## src/hdl/rtcat_pkg.sv

```systemverilog
// Types, constants and calendar helpers for the alarm time calculator.
// No dependencies.
`default_nettype none

package rtcat_pkg;

   // Transfer payloads
   typedef struct packed {
      logic [6:0]  cur_year;
      logic [3:0]  cur_month;
      logic [4:0]  cur_day;
      logic [4:0]  cur_hours;
      logic [5:0]  cur_minutes;
      logic [5:0]  cur_seconds;
      logic [31:0] offset_seconds;
   } req_type;

   typedef struct packed {
      logic [31:0] target_epoch;
      logic [7:0]  alarm_year;
      logic [3:0]  alarm_month;
      logic [4:0]  alarm_day;
      logic [4:0]  alarm_hours;
      logic [5:0]  alarm_minutes;
      logic [5:0]  alarm_seconds;
   } rsp_type;

   // Between the divider and the calendar stages
   typedef struct packed {
      logic [31:0] target;
      logic [15:0] left;
      logic [16:0] rem;
   } div_type;

   localparam logic [31:0] DAY_SECS   = 32'd86400;
   // floor(x / 675) for x < 2^25 is (x * DAY_RECIP) >> 35
   localparam logic [25:0] DAY_RECIP  = 26'd50903317;
   // floor(x / 225) for x < 2^13 is (x * HOUR_RECIP) >> 21
   localparam logic [13:0] HOUR_RECIP = 14'd9321;
   // floor(x / 15) for x < 2^10 is (x * MIN_RECIP) >> 14
   localparam logic [10:0] MIN_RECIP  = 11'd1093;
   // about 2^22 / 365.25, estimate is within one of the true year
   localparam logic [13:0] YEAR_RECIP = 14'd11483;

   // Days before each month in a common year, last entry is the full year
   localparam logic [8:0] CUM_DAYS [13] = '{
      9'd0, 9'd31, 9'd59, 9'd90, 9'd120, 9'd151, 9'd181,
      9'd212, 9'd243, 9'd273, 9'd304, 9'd334, 9'd365
   };

   // Gregorian leap rule for 2000 + y, y below 200
   function automatic logic leap_of(input logic [7:0] y);
      return (y[1:0] == 2'd0) && (y != 8'd100);
   endfunction

   // Days from 2000-01-01 to the first day of year 2000 + y
   function automatic logic [16:0] year_base(input logic [7:0] y);
      logic [8:0] quads;
      quads = (9'(y) + 9'd3) >> 2;
      return 17'(y) * 17'd365 + 17'(quads) - ((y > 8'd100) ? 17'd1 : 17'd0);
   endfunction

   // Days before month k + 1 of a year, k counts whole months (0 to 12)
   function automatic logic [8:0] month_start(input logic [3:0] k, input logic leap);
      logic [3:0] kk;
      kk = (k > 4'd12) ? 4'd12 : k;
      return CUM_DAYS[kk] + ((leap && kk >= 4'd2) ? 9'd1 : 9'd0);
   endfunction

endpackage

`default_nettype wire

```

## src/hdl/rtcat_fwd.sv

```systemverilog
// Forward conversion: date and time to seconds since 2000, plus offset.
// Depends on rtcat_pkg. Three register stages.
`default_nettype none

module rtcat_fwd import rtcat_pkg::*; (
   input  wire logic        clock,
   input  wire logic        reset,
   input  wire logic        en,
   input  wire logic        in_valid,
   input  wire req_type     in_data,
   output logic             out_valid,
   output logic [31:0]      out_target
);

   logic        v1_ff, v2_ff, v3_ff;
   logic [31:0] days1_ff, days1_in;
   logic [16:0] sod1_ff, sod1_in, sod2_ff;
   logic [31:0] off1_ff, off2_ff;
   logic [31:0] prod2_ff, prod2_in;
   logic [31:0] target3_ff, target3_in;
   logic        cur_leap;
   logic [3:0]  mk;

   // Stage 1: day count and second of day
   always_comb begin
      cur_leap = leap_of(8'(in_data.cur_year));
      if (in_data.cur_month == 4'd0)
         mk = 4'd0;
      else
         mk = in_data.cur_month - 4'd1;
      days1_in = 32'(year_base(8'(in_data.cur_year)))
               + 32'(month_start(mk, cur_leap))
               + 32'(in_data.cur_day) - 32'd1;
      sod1_in = 17'(in_data.cur_hours) * 17'd3600
              + 17'(in_data.cur_minutes) * 17'd60
              + 17'(in_data.cur_seconds);
   end

   // Stage 2: days to seconds, stage 3: add time of day and offset
   assign prod2_in   = days1_ff * DAY_SECS;
   assign target3_in = prod2_ff + 32'(sod2_ff) + off2_ff;

   always_ff @(posedge clock) begin
      if (reset) begin
         v1_ff <= 1'b0;
         v2_ff <= 1'b0;
         v3_ff <= 1'b0;
      end else if (en) begin
         v1_ff <= in_valid;
         v2_ff <= v1_ff;
         v3_ff <= v2_ff;
      end
   end

   always_ff @(posedge clock) begin
      if (en) begin
         days1_ff   <= days1_in;
         sod1_ff    <= sod1_in;
         off1_ff    <= in_data.offset_seconds;
         prod2_ff   <= prod2_in;
         sod2_ff    <= sod1_ff;
         off2_ff    <= off1_ff;
         target3_ff <= target3_in;
      end
   end

   assign out_valid  = v3_ff;
   assign out_target = target3_ff;

endmodule

`default_nettype wire

```

## src/hdl/rtcat_div.sv

```systemverilog
// Splits target seconds into whole days and second of day.
// Depends on rtcat_pkg. Two register stages, reciprocal multiply.
`default_nettype none

module rtcat_div import rtcat_pkg::*; (
   input  wire logic        clock,
   input  wire logic        reset,
   input  wire logic        en,
   input  wire logic        in_valid,
   input  wire logic [31:0] in_target,
   output logic             out_valid,
   output div_type          out_data
);

   logic        v4_ff, v5_ff;
   logic [50:0] qprod;
   logic [15:0] q4_ff, q4_in;
   logic [31:0] target4_ff;
   logic [31:0] qsecs;
   div_type     d5_ff, d5_in;

   // Stage 4: quotient by 86400 = 128 * 675
   always_comb begin
      qprod = 51'(in_target[31:7]) * 51'(DAY_RECIP);
      q4_in = qprod[50:35];
   end

   // Stage 5: remainder from quotient
   always_comb begin
      qsecs        = 32'(q4_ff) * DAY_SECS;
      d5_in.target = target4_ff;
      d5_in.left   = q4_ff;
      d5_in.rem    = target4_ff[16:0] - qsecs[16:0];
   end

   always_ff @(posedge clock) begin
      if (reset) begin
         v4_ff <= 1'b0;
         v5_ff <= 1'b0;
      end else if (en) begin
         v4_ff <= in_valid;
         v5_ff <= v4_ff;
      end
   end

   always_ff @(posedge clock) begin
      if (en) begin
         q4_ff      <= q4_in;
         target4_ff <= in_target;
         d5_ff      <= d5_in;
      end
   end

   assign out_valid = v5_ff;
   assign out_data  = d5_ff;

endmodule

`default_nettype wire

```

## src/hdl/rtcat_cal.sv

```systemverilog
// Calendar stages: year, month, day and hour, minute, second of target.
// Depends on rtcat_pkg. Four register stages, last one is the output.
`default_nettype none

module rtcat_cal import rtcat_pkg::*; (
   input  wire logic   clock,
   input  wire logic   reset,
   input  wire logic   en,
   input  wire logic   in_valid,
   input  wire div_type in_data,
   output logic        out_valid,
   output rsp_type     out_data
);

   logic        v6_ff, v7_ff, v8_ff, v9_ff;
   // stage 6
   logic [26:0] hprod;
   logic [29:0] yprod;
   logic [4:0]  hrs6_ff, hrs6_in;
   logic [7:0]  ye6_ff, ye6_in;
   div_type     d6_ff;
   // stage 7
   logic [16:0] hsecs;
   logic [11:0] s7_ff, s7_in;
   logic [16:0] b0_ff, b1_ff, b2_ff;
   logic [7:0]  ye7_ff;
   logic [15:0] left7_ff;
   logic [31:0] target7_ff;
   logic [4:0]  hrs7_ff;
   // stage 8
   logic [19:0] mprod;
   logic [5:0]  mins8_ff, mins8_in;
   logic [7:0]  y8_ff, y8_in;
   logic [16:0] dsub;
   logic [8:0]  doy8_ff, doy8_in;
   logic        leap8_ff;
   logic [11:0] s8_ff;
   logic [31:0] target8_ff;
   logic [4:0]  hrs8_ff;
   // stage 9
   logic [11:0] msecs;
   logic [3:0]  mon;
   logic [8:0]  mday;
   rsp_type     r9_ff, r9_in;

   // Stage 6: hour by 3600 = 16 * 225, year estimate
   always_comb begin
      hprod   = 27'(in_data.rem[16:4]) * 27'(HOUR_RECIP);
      hrs6_in = hprod[25:21];
      yprod   = 30'(in_data.left) * 30'(YEAR_RECIP);
      ye6_in  = yprod[29:22];
   end

   // Stage 7: second of hour, start of candidate years
   always_comb begin
      hsecs = 17'(hrs6_ff) * 17'd3600;
      s7_in = 12'(d6_ff.rem - hsecs);
   end

   // Stage 8: minute by 60 = 4 * 15, pick the year
   always_comb begin
      mprod    = 20'(s7_ff[11:2]) * 20'(MIN_RECIP);
      mins8_in = mprod[19:14];
      if (17'(left7_ff) >= b2_ff) begin
         y8_in = ye7_ff + 8'd1;
         dsub  = 17'(left7_ff) - b2_ff;
      end else if (17'(left7_ff) >= b1_ff) begin
         y8_in = ye7_ff;
         dsub  = 17'(left7_ff) - b1_ff;
      end else begin
         y8_in = ye7_ff - 8'd1;
         dsub  = 17'(left7_ff) - b0_ff;
      end
      doy8_in = dsub[8:0];
   end

   // Stage 9: month search over the eleven month boundaries
   always_comb begin
      msecs = 12'(mins8_ff) * 12'd60;
      mon   = 4'd1;
      for (int k = 1; k < 12; k++) begin
         if (doy8_ff >= month_start(4'(k), leap8_ff))
            mon = 4'(k + 1);
      end
      mday = doy8_ff - month_start(mon - 4'd1, leap8_ff) + 9'd1;
      r9_in.target_epoch  = target8_ff;
      r9_in.alarm_year    = y8_ff;
      r9_in.alarm_month   = mon;
      r9_in.alarm_day     = mday[4:0];
      r9_in.alarm_hours   = hrs8_ff;
      r9_in.alarm_minutes = mins8_ff;
      r9_in.alarm_seconds = 6'(s8_ff - msecs);
   end

   always_ff @(posedge clock) begin
      if (reset) begin
         v6_ff <= 1'b0;
         v7_ff <= 1'b0;
         v8_ff <= 1'b0;
         v9_ff <= 1'b0;
      end else if (en) begin
         v6_ff <= in_valid;
         v7_ff <= v6_ff;
         v8_ff <= v7_ff;
         v9_ff <= v8_ff;
      end
   end

   always_ff @(posedge clock) begin
      if (en) begin
         hrs6_ff    <= hrs6_in;
         ye6_ff     <= ye6_in;
         d6_ff      <= in_data;
         s7_ff      <= s7_in;
         b0_ff      <= year_base(ye6_ff - 8'd1);
         b1_ff      <= year_base(ye6_ff);
         b2_ff      <= year_base(ye6_ff + 8'd1);
         ye7_ff     <= ye6_ff;
         left7_ff   <= d6_ff.left;
         target7_ff <= d6_ff.target;
         hrs7_ff    <= hrs6_ff;
         mins8_ff   <= mins8_in;
         y8_ff      <= y8_in;
         doy8_ff    <= doy8_in;
         leap8_ff   <= leap_of(y8_in);
         s8_ff      <= s7_ff;
         target8_ff <= target7_ff;
         hrs8_ff    <= hrs7_ff;
         r9_ff      <= r9_in;
      end
   end

   assign out_valid = v9_ff;
   assign out_data  = r9_ff;

endmodule

`default_nettype wire

```

## src/hdl/rtc_alarm_time_calculator_unit.sv

```systemverilog
// Alarm time calculator: rtcat_fwd, then rtcat_div, then rtcat_cal, all registered.
// Throughput one item per cycle; the whole pipeline holds while the result
// is stalled, so req_stall follows rsp_stall with a valid result waiting.
// Synchronous reset clears all stage valid bits; payload is not reset.
// Depends on rtcat_pkg, rtcat_fwd, rtcat_div, rtcat_cal.
`default_nettype none

module rtc_alarm_time_calculator_unit import rtcat_pkg::*; (
   input  wire logic    clock,
   input  wire logic    reset,
   input  wire logic    req_valid,
   output logic         req_stall,
   input  wire req_type req_data,
   output logic         rsp_valid,
   input  wire logic    rsp_stall,
   output rsp_type      rsp_data
);

   logic        en;
   logic        fwd_valid, div_valid;
   logic [31:0] fwd_target;
   div_type     div_data;

   // Global advance: hold everything while the output is stalled
   assign en        = !(rsp_valid && rsp_stall);
   assign req_stall = !en;

   rtcat_fwd u_fwd (
      .clock      (clock),
      .reset      (reset),
      .en         (en),
      .in_valid   (req_valid),
      .in_data    (req_data),
      .out_valid  (fwd_valid),
      .out_target (fwd_target)
   );

   rtcat_div u_div (
      .clock     (clock),
      .reset     (reset),
      .en        (en),
      .in_valid  (fwd_valid),
      .in_target (fwd_target),
      .out_valid (div_valid),
      .out_data  (div_data)
   );

   rtcat_cal u_cal (
      .clock     (clock),
      .reset     (reset),
      .en        (en),
      .in_valid  (div_valid),
      .in_data   (div_data),
      .out_valid (rsp_valid),
      .out_data  (rsp_data)
   );

endmodule

`default_nettype wire

```

## config.mk

```make
export PLATFORM = sky130hd
export DESIGN_NAME = rtc_alarm_time_calculator_unit
export DESIGN_NICKNAME = d
export VERILOG_FILES = /design/src/hdl/rtcat_pkg.sv /design/src/hdl/rtcat_fwd.sv /design/src/hdl/rtcat_div.sv /design/src/hdl/rtcat_cal.sv /design/src/hdl/rtc_alarm_time_calculator_unit.sv
export SDC_FILE = /design/constraint.sdc
export NUM_CORES = 2
export LEC_CHECK = 0
export BUFFER_PORTS_ARGS = -buffer_cell sky130_fd_sc_hd__buf_2
export CORE_MARGIN = 5
export CORE_UTILIZATION = 50
export CTS_CLUSTER_DIAMETER = 200
export DETAILED_ROUTE_END_ITERATION = 16
export PLACE_DENSITY = 0.63
export SYNTH_ARGS = -nofsm -noshare
export SYNTH_HDL_FRONTEND = slang
export SYNTH_SLANG_ARGS = --single-unit
```

## constraint.sdc

```tcl
create_clock -name clock -period 23.4 [get_ports clock]
set_input_delay 2.34 -clock clock [delete_from_list [all_inputs] [get_ports clock]]
set_output_delay 2.34 -clock clock [all_outputs]
set_load 0.01 [all_outputs]
```

### Word-level counts from Yosys, hierarchy flattened

Memories as Yosys holds them, arrays and structs flattened.
Cells that the tools add are included.

* flip-flop bits (word level): 631
* memory bits (read-only): 288
* bits of input ports: 69
* output and inout bits: 68
* logic and storage cells: 173
* memories: 2

* add/subtract/negate cells: 45
* $mul: 14
* $lt $le $gt $ge: 23
* equality and inequality tests: 2
* muxes and demuxes: 29
* bitwise logic cells: 2
* reductions and logical operators: 8

Memories
* (name not given): words 16, bits a word 9, read ports 1, clocked after memory_dff 0, wr ports 0, line rtcat_pkg.sv:67 `return CUM_DAYS[kk] + ((leap && kk >= 4'd2) ? 9'd1 : 9'd0);`
* (name not given): words 16, bits a word 9, read ports 1, clocked after memory_dff 0, wr ports 0, line rtcat_pkg.sv:67

Operators by type and width (count)
* 9-bit greater-or-equal comparator: 10
* 17-bit subtractor: 4
* 25-bit by 26-bit multiplier with 51-bit output (second input constant): 1
* 8-bit by 9-bit adder with 9-bit output (first input constant): 4
* 9-bit two-way mux: 4
* 17-bit by 7-bit adder with 17-bit output: 2
* 16-bit by 17-bit greater-or-equal comparator with 1-bit output: 2
* 8-bit by 9-bit multiplier with 17-bit output (second input constant): 2
* 32-bit by 17-bit adder with 32-bit output: 1
* 32-bit adder: 1
* 32-bit by 5-bit adder with 32-bit output: 1
* 32-bit by 10-bit multiplier with 25-bit output (second input constant): 1
* 4-bit two-way mux: 8
* 32-bit by 1-bit subtractor with 32-bit output (second input constant): 1
* 16-bit by 14-bit multiplier with 30-bit output (second input constant): 1
* 8-bit by 2-bit adder with 9-bit output (second input constant): 3
* 9-bit adder (first input constant): 3
* 9-bit subtractor: 3
* 13-bit by 14-bit multiplier with 26-bit output (second input constant): 1
* 8-bit by 7-bit > comparator with 1-bit output (second input constant): 3
* 10-bit by 11-bit multiplier with 20-bit output (second input constant): 1
* 17-bit by 9-bit adder with 18-bit output: 1
* 7-bit by 9-bit adder with 9-bit output (first input constant): 2
* 16-bit by 7-bit adder with 17-bit output: 1
* other kinds (38): 62

### Longest topological paths before layout

* depth in word-level cells: 23
* gate-level depth with buffers: 36
* mapped depth without buffers: 36

### Modules after synthesis

Synthesis repeated with hierarchy kept, for this count alone.

* cell total of the unflattened synthesis: 4719
* area, all modules: 54870.1 um^2

Modules (own cells, without submodules)
* rtcat_cal: instances 1, cells an instance 2125, area an instance 25778.5 um^2, sequential area each 9749.4 um^2
* rtcat_fwd: instances 1, cells an instance 1404, area an instance 15472.3 um^2, sequential area each 5315.1 um^2
* rtcat_div: instances 1, cells an instance 1188, area an instance 13609.3 um^2, sequential area each 3223.1 um^2
* rtc_alarm_time_calculator_unit: instances 1, cells an instance 2, area an instance 10.0 um^2, sequential area each 0.0 um^2

### Least setup slack after synthesis

OpenSTA, ideal clock, no wires.

* path kind: input port to output port
* start point: input port rsp_stall
* end point: output port req_stall
* arrival time: 19.365 ns
* data required time: 21.060 ns
* path slack: 1.695 ns
* stages: 2
* path buffers: 0
* path through: nand2_1 > clkinv_1

* word-level cells in the longest chain between the ends: 1

Ends and longest elaborated chain
* start: declaration: line rtc_alarm_time_calculator_unit.sv:15 `input wire logic rsp_stall,`
* 1-bit logical AND: line rtc_alarm_time_calculator_unit.sv:25 `assign en = !(rsp_valid && rsp_stall);`
* end: declaration: line rtc_alarm_time_calculator_unit.sv:12 `output logic req_stall,`

Every way passes these cells.

### Worst setup path after layout

* start point: input port req_data[58] (netlist bit)
* end point: register u_fwd.days1_ff[17], data pin

* word-level cells in the longest chain between the ends: 8
* elaborated cells on any way between the ends: 15
* classes of those cells: add/sub: 7; mul: 1; order compare: 1; eq/ne: 1; mux: 2; reduce/logical: 3

Ends and longest elaborated chain
* start: declaration: line rtc_alarm_time_calculator_unit.sv:13 `input wire req_type req_data,`
* parallel branches: the longest is 5 deep, another holds 16-bit by 7-bit adder with 17-bit output
* 17-bit by 9-bit adder with 18-bit output (*): line rtcat_fwd.sv:32 `+ 32'(month_start(mk, cur_leap))`
* 32-bit by 5-bit adder with 32-bit output (*): line rtcat_fwd.sv:33 `+ 32'(in_data.cur_day) - 32'd1;`
* 32-bit by 1-bit subtractor with 32-bit output (*): line rtcat_fwd.sv:33
* named net u_fwd.days1_in[17]: line rtcat_fwd.sv:16 `logic [31:0] days1_ff, days1_in;`
* end signal: assignment: line rtcat_fwd.sv:57 `days1_ff <= days1_in;`
* end: declaration: line rtcat_fwd.sv:16

Mark *: on every way through the listed nets, which the timed path passes.
A chain may end at the register's enable or synchronous reset.

==> results.txt <==
outcome: finished, final reports clean
Synth Area in Adders: 0.426
DRC: 0
core area: 0.107 mm²
global-route wire length before repair: 170 mm
hold_sp: u_cal.target8_ff[23]$_DFFE_PN_
fin crit share: 0.422
worst hold path class: reg -> reg
Relative slew margins: 0.239
root buffer cell: clkbuf_16
MaxCap Viol Count: 0
WP data arrival: 10.24 ns
cell count after synthesis: 4597
Syn Area/Cell: 11.7 µm²
most frequent cells in the layout: 1045 x ha_1, 1029 x inv_1, 591 x edfxtp_1
Antenna Nets Post-Route: 0
leading post-synthesis cells by cell area: edfxtp_1 33%, ha_1 24%, fa_1 18%
post-synthesis compound-gate area fraction: 0.0707
most frequent cell on the critical path: ha_1
cts hold-fix bufs: 0
Bufs on Longest Clock Path: 3
WL/cell: 16.2 µm
commonest non-fill, non-tap cell in the layout: ha_1
Post-Synth XOR/XNOR Area: 0.0494
Warnings, synthesis: 0
Synth Area in Simple Gates: 0.0465
setup slack, reg-to-reg: 15.64 ns
Die Ht: 338 µm
Seq/Total Area, Yosys: 0.333
global route total overflow: 0
post-CTS setup buffers: 0
Slew Viols, Final: 0
Initial DRC Count: 1169
crit start category: input port
largest net degree at the start of global routing: 178
largest family of logic cells by synthesized area: adder cells
share of layout cells above drive strength 1: 0.0613
Final min period: 9.88 ns
R2R depth: 22
IO Count: 137
FFs w/ async S/R, synth: 0
clk_lat worst skew: 0.65 ns
Initial Util: 0.503
CP endpoint kind: flip-flop
r2r endpoint: u_div.q4_ff[10]$_DFFE_PN_
Clock Skew: 0.0324 ns
Layout area overhead: 9.02%
via count: 31742
GP Congestion: 0.862
RSZ-0062 raised after global routing: no
Max Clock Freq: 101 MHz
I/O Buffers: 136
TritonCTS clock tree: yes
worst r2r src: u_fwd.out_target[11]$_DFFE_PN_
Slew @ Worst Pin: 1.13 ns
Post-Route WL: 102 mm
biggest cell delay along the critical path: 0.65 ns
H-tree lvl count: 3
synthesized area: 0.0539 mm²
Hold Path Cell Cnt: 0
CP Class: in -> reg
initial antenna violation count: 3
Cell Rows: 120
Hold EP: u_cal.out_data[57]$_DFFE_PN_
Die W: 338 µm
Final setup viols: 0
full die area: 0.114 mm²
Yosys cell types: 82
Yosys reg bits: 600
Worst Path Required: 23.76 ns
Mapped Nets: 6204
hpwl dp: 82.6 mm
# resized after CTS: 0
worst-path fanout max: 6
fill count: 9300
clock slew at reported path FFs: 0.05 ns
nets: 6411
gr usage total: 0.183
clock sink total: 600
Post-Route Setup TNS: 0 ns
post-synthesis mux area share: 0.00169
Synth Flop Type: edfxtp_1
Pre-antenna DRT Iters: 5
top cell type's share of synthesized area: 0.329
vias in the first global route: 32944
total CTS buffers: 71
Slowest cell on crit path: or4b_2
number of flops mapped to enable cells by yosys: 591
Synth area leader: edfxtp_1
Via-to-Cell Ratio: 5.06
Final Hold Fails: 0
[cell usage after synthesis, drive strengths merged (14+ instances only)]
| cell type | instances |
|---|---|
| a21o | 84 |
| xnor2 | 225 |
| nor3 | 48 |
| nand2 | 101 |
| nor2 | 150 |
| o21bai | 44 |
| clkbuf | 14 |
| and2 | 22 |
| o31ai | 15 |
| a21oi | 202 |
| nand2b | 30 |
| o21a | 33 |
| xor2 | 77 |
| nand4 | 16 |
| ha | 1045 |
| nor2b | 35 |
| inv | 1029 |
| or2 | 17 |
| fa | 493 |
| o21ai | 102 |
| nand3 | 37 |
| edfxtp | 591 |
[area by class of cell]
type,count,area (µm²),share of cell area
diodes,2,5.00,0.0000852
clock buffers,81,1810,0.0309
clock inverters,50,542,0.00922
inverters,1030,3870,0.0658
repair buffers,153,821,0.0140
flip-flops and latches,600,17900,0.305
well taps,1403,1760,0.0299
multi-input cells,2948,32000,0.545
[how the worst max path moves through the flow]
stage | startpoint | to | slack, ns
3_5_place_dp | req_data[58] | u_fwd.days1_ff[17]$_DFFE_PN_ | 12.92
2_1_floorplan | rsp_stall | req_stall | 1.69
6_report | req_data[58] | u_fwd.days1_ff[17]$_DFFE_PN_ | 13.52
5_1_grt | req_data[59] | u_fwd.days1_ff[17]$_DFFE_PN_ | 12.99
4_1_cts | req_data[58] | u_fwd.days1_ff[17]$_DFFE_PN_ | 13.57
3_3_place_gp | req_data[59] | u_fwd.days1_ff[17]$_DFFE_PN_ | 13.03
[state kept, by name, indices dropped and copies added (netlist names), 17 cells and up]
| signal | cells |
|---|---|
| u_cal.b1_ff | 17 |
| u_cal.b2_ff | 17 |
| u_cal.d6_ff | 53 |
| u_cal.out_data | 64 |
| u_cal.target7_ff | 32 |
| u_cal.target8_ff | 32 |
| u_div.out_data | 58 |
| u_div.target4_ff | 32 |
| u_fwd.days1_ff | 25 |
| u_fwd.off1_ff | 32 |
| u_fwd.off2_ff | 32 |
| u_fwd.out_target | 32 |
| u_fwd.prod2_ff | 25 |
| u_fwd.sod1_ff | 17 |
| u_fwd.sod2_ff | 17 |
[per-layer routing]
metal,part of all wire,GRT usage
met2,0.48,0.313
met5,0,0
met1,0.46,0.251
met3,0.033,0.0233
met4,0.020,0.0449
[worst max-delay path: cells and delay by family]
family                     cells  cell delay (ns)
xor gates and xnor gates       4             0.62
buffers and inverters          5             0.44
adders and majority gates      8             3.01
and+or+nand+nor                7             1.51
AOI/OAI and AO/OA              9             2.32
[cells by family (layout without fill, tap and decap cells)]
logic type      after synthesis  after routing
compound gates              591            591
xor+xnor                    302            302
fa+ha+maj                  1538           1538
buf+inv                    1049           1314
flops                       600            600
mux                           9              9
other cells                   0              2
simple gates                508            508
[stage by stage]
stage	worst slack [ns]	hold slack, ns	cell area, µm²	std cells	utilization
finish	13.52	0.395	58800	6267	0.549
floorplan	1.69	0.400	53900	4597	-
global placement	13.03	0.401	56400	6134	0.527
CTS	13.57	0.402	58700	6265	0.549
detailed placement	12.92	0.405	56400	6134	0.527
global route	12.99	0.415	58700	6266	0.549
Power is left out: the tool's default activity adds up to more than one toggle a clock period on the data nets, which glitch-free logic cannot reach.
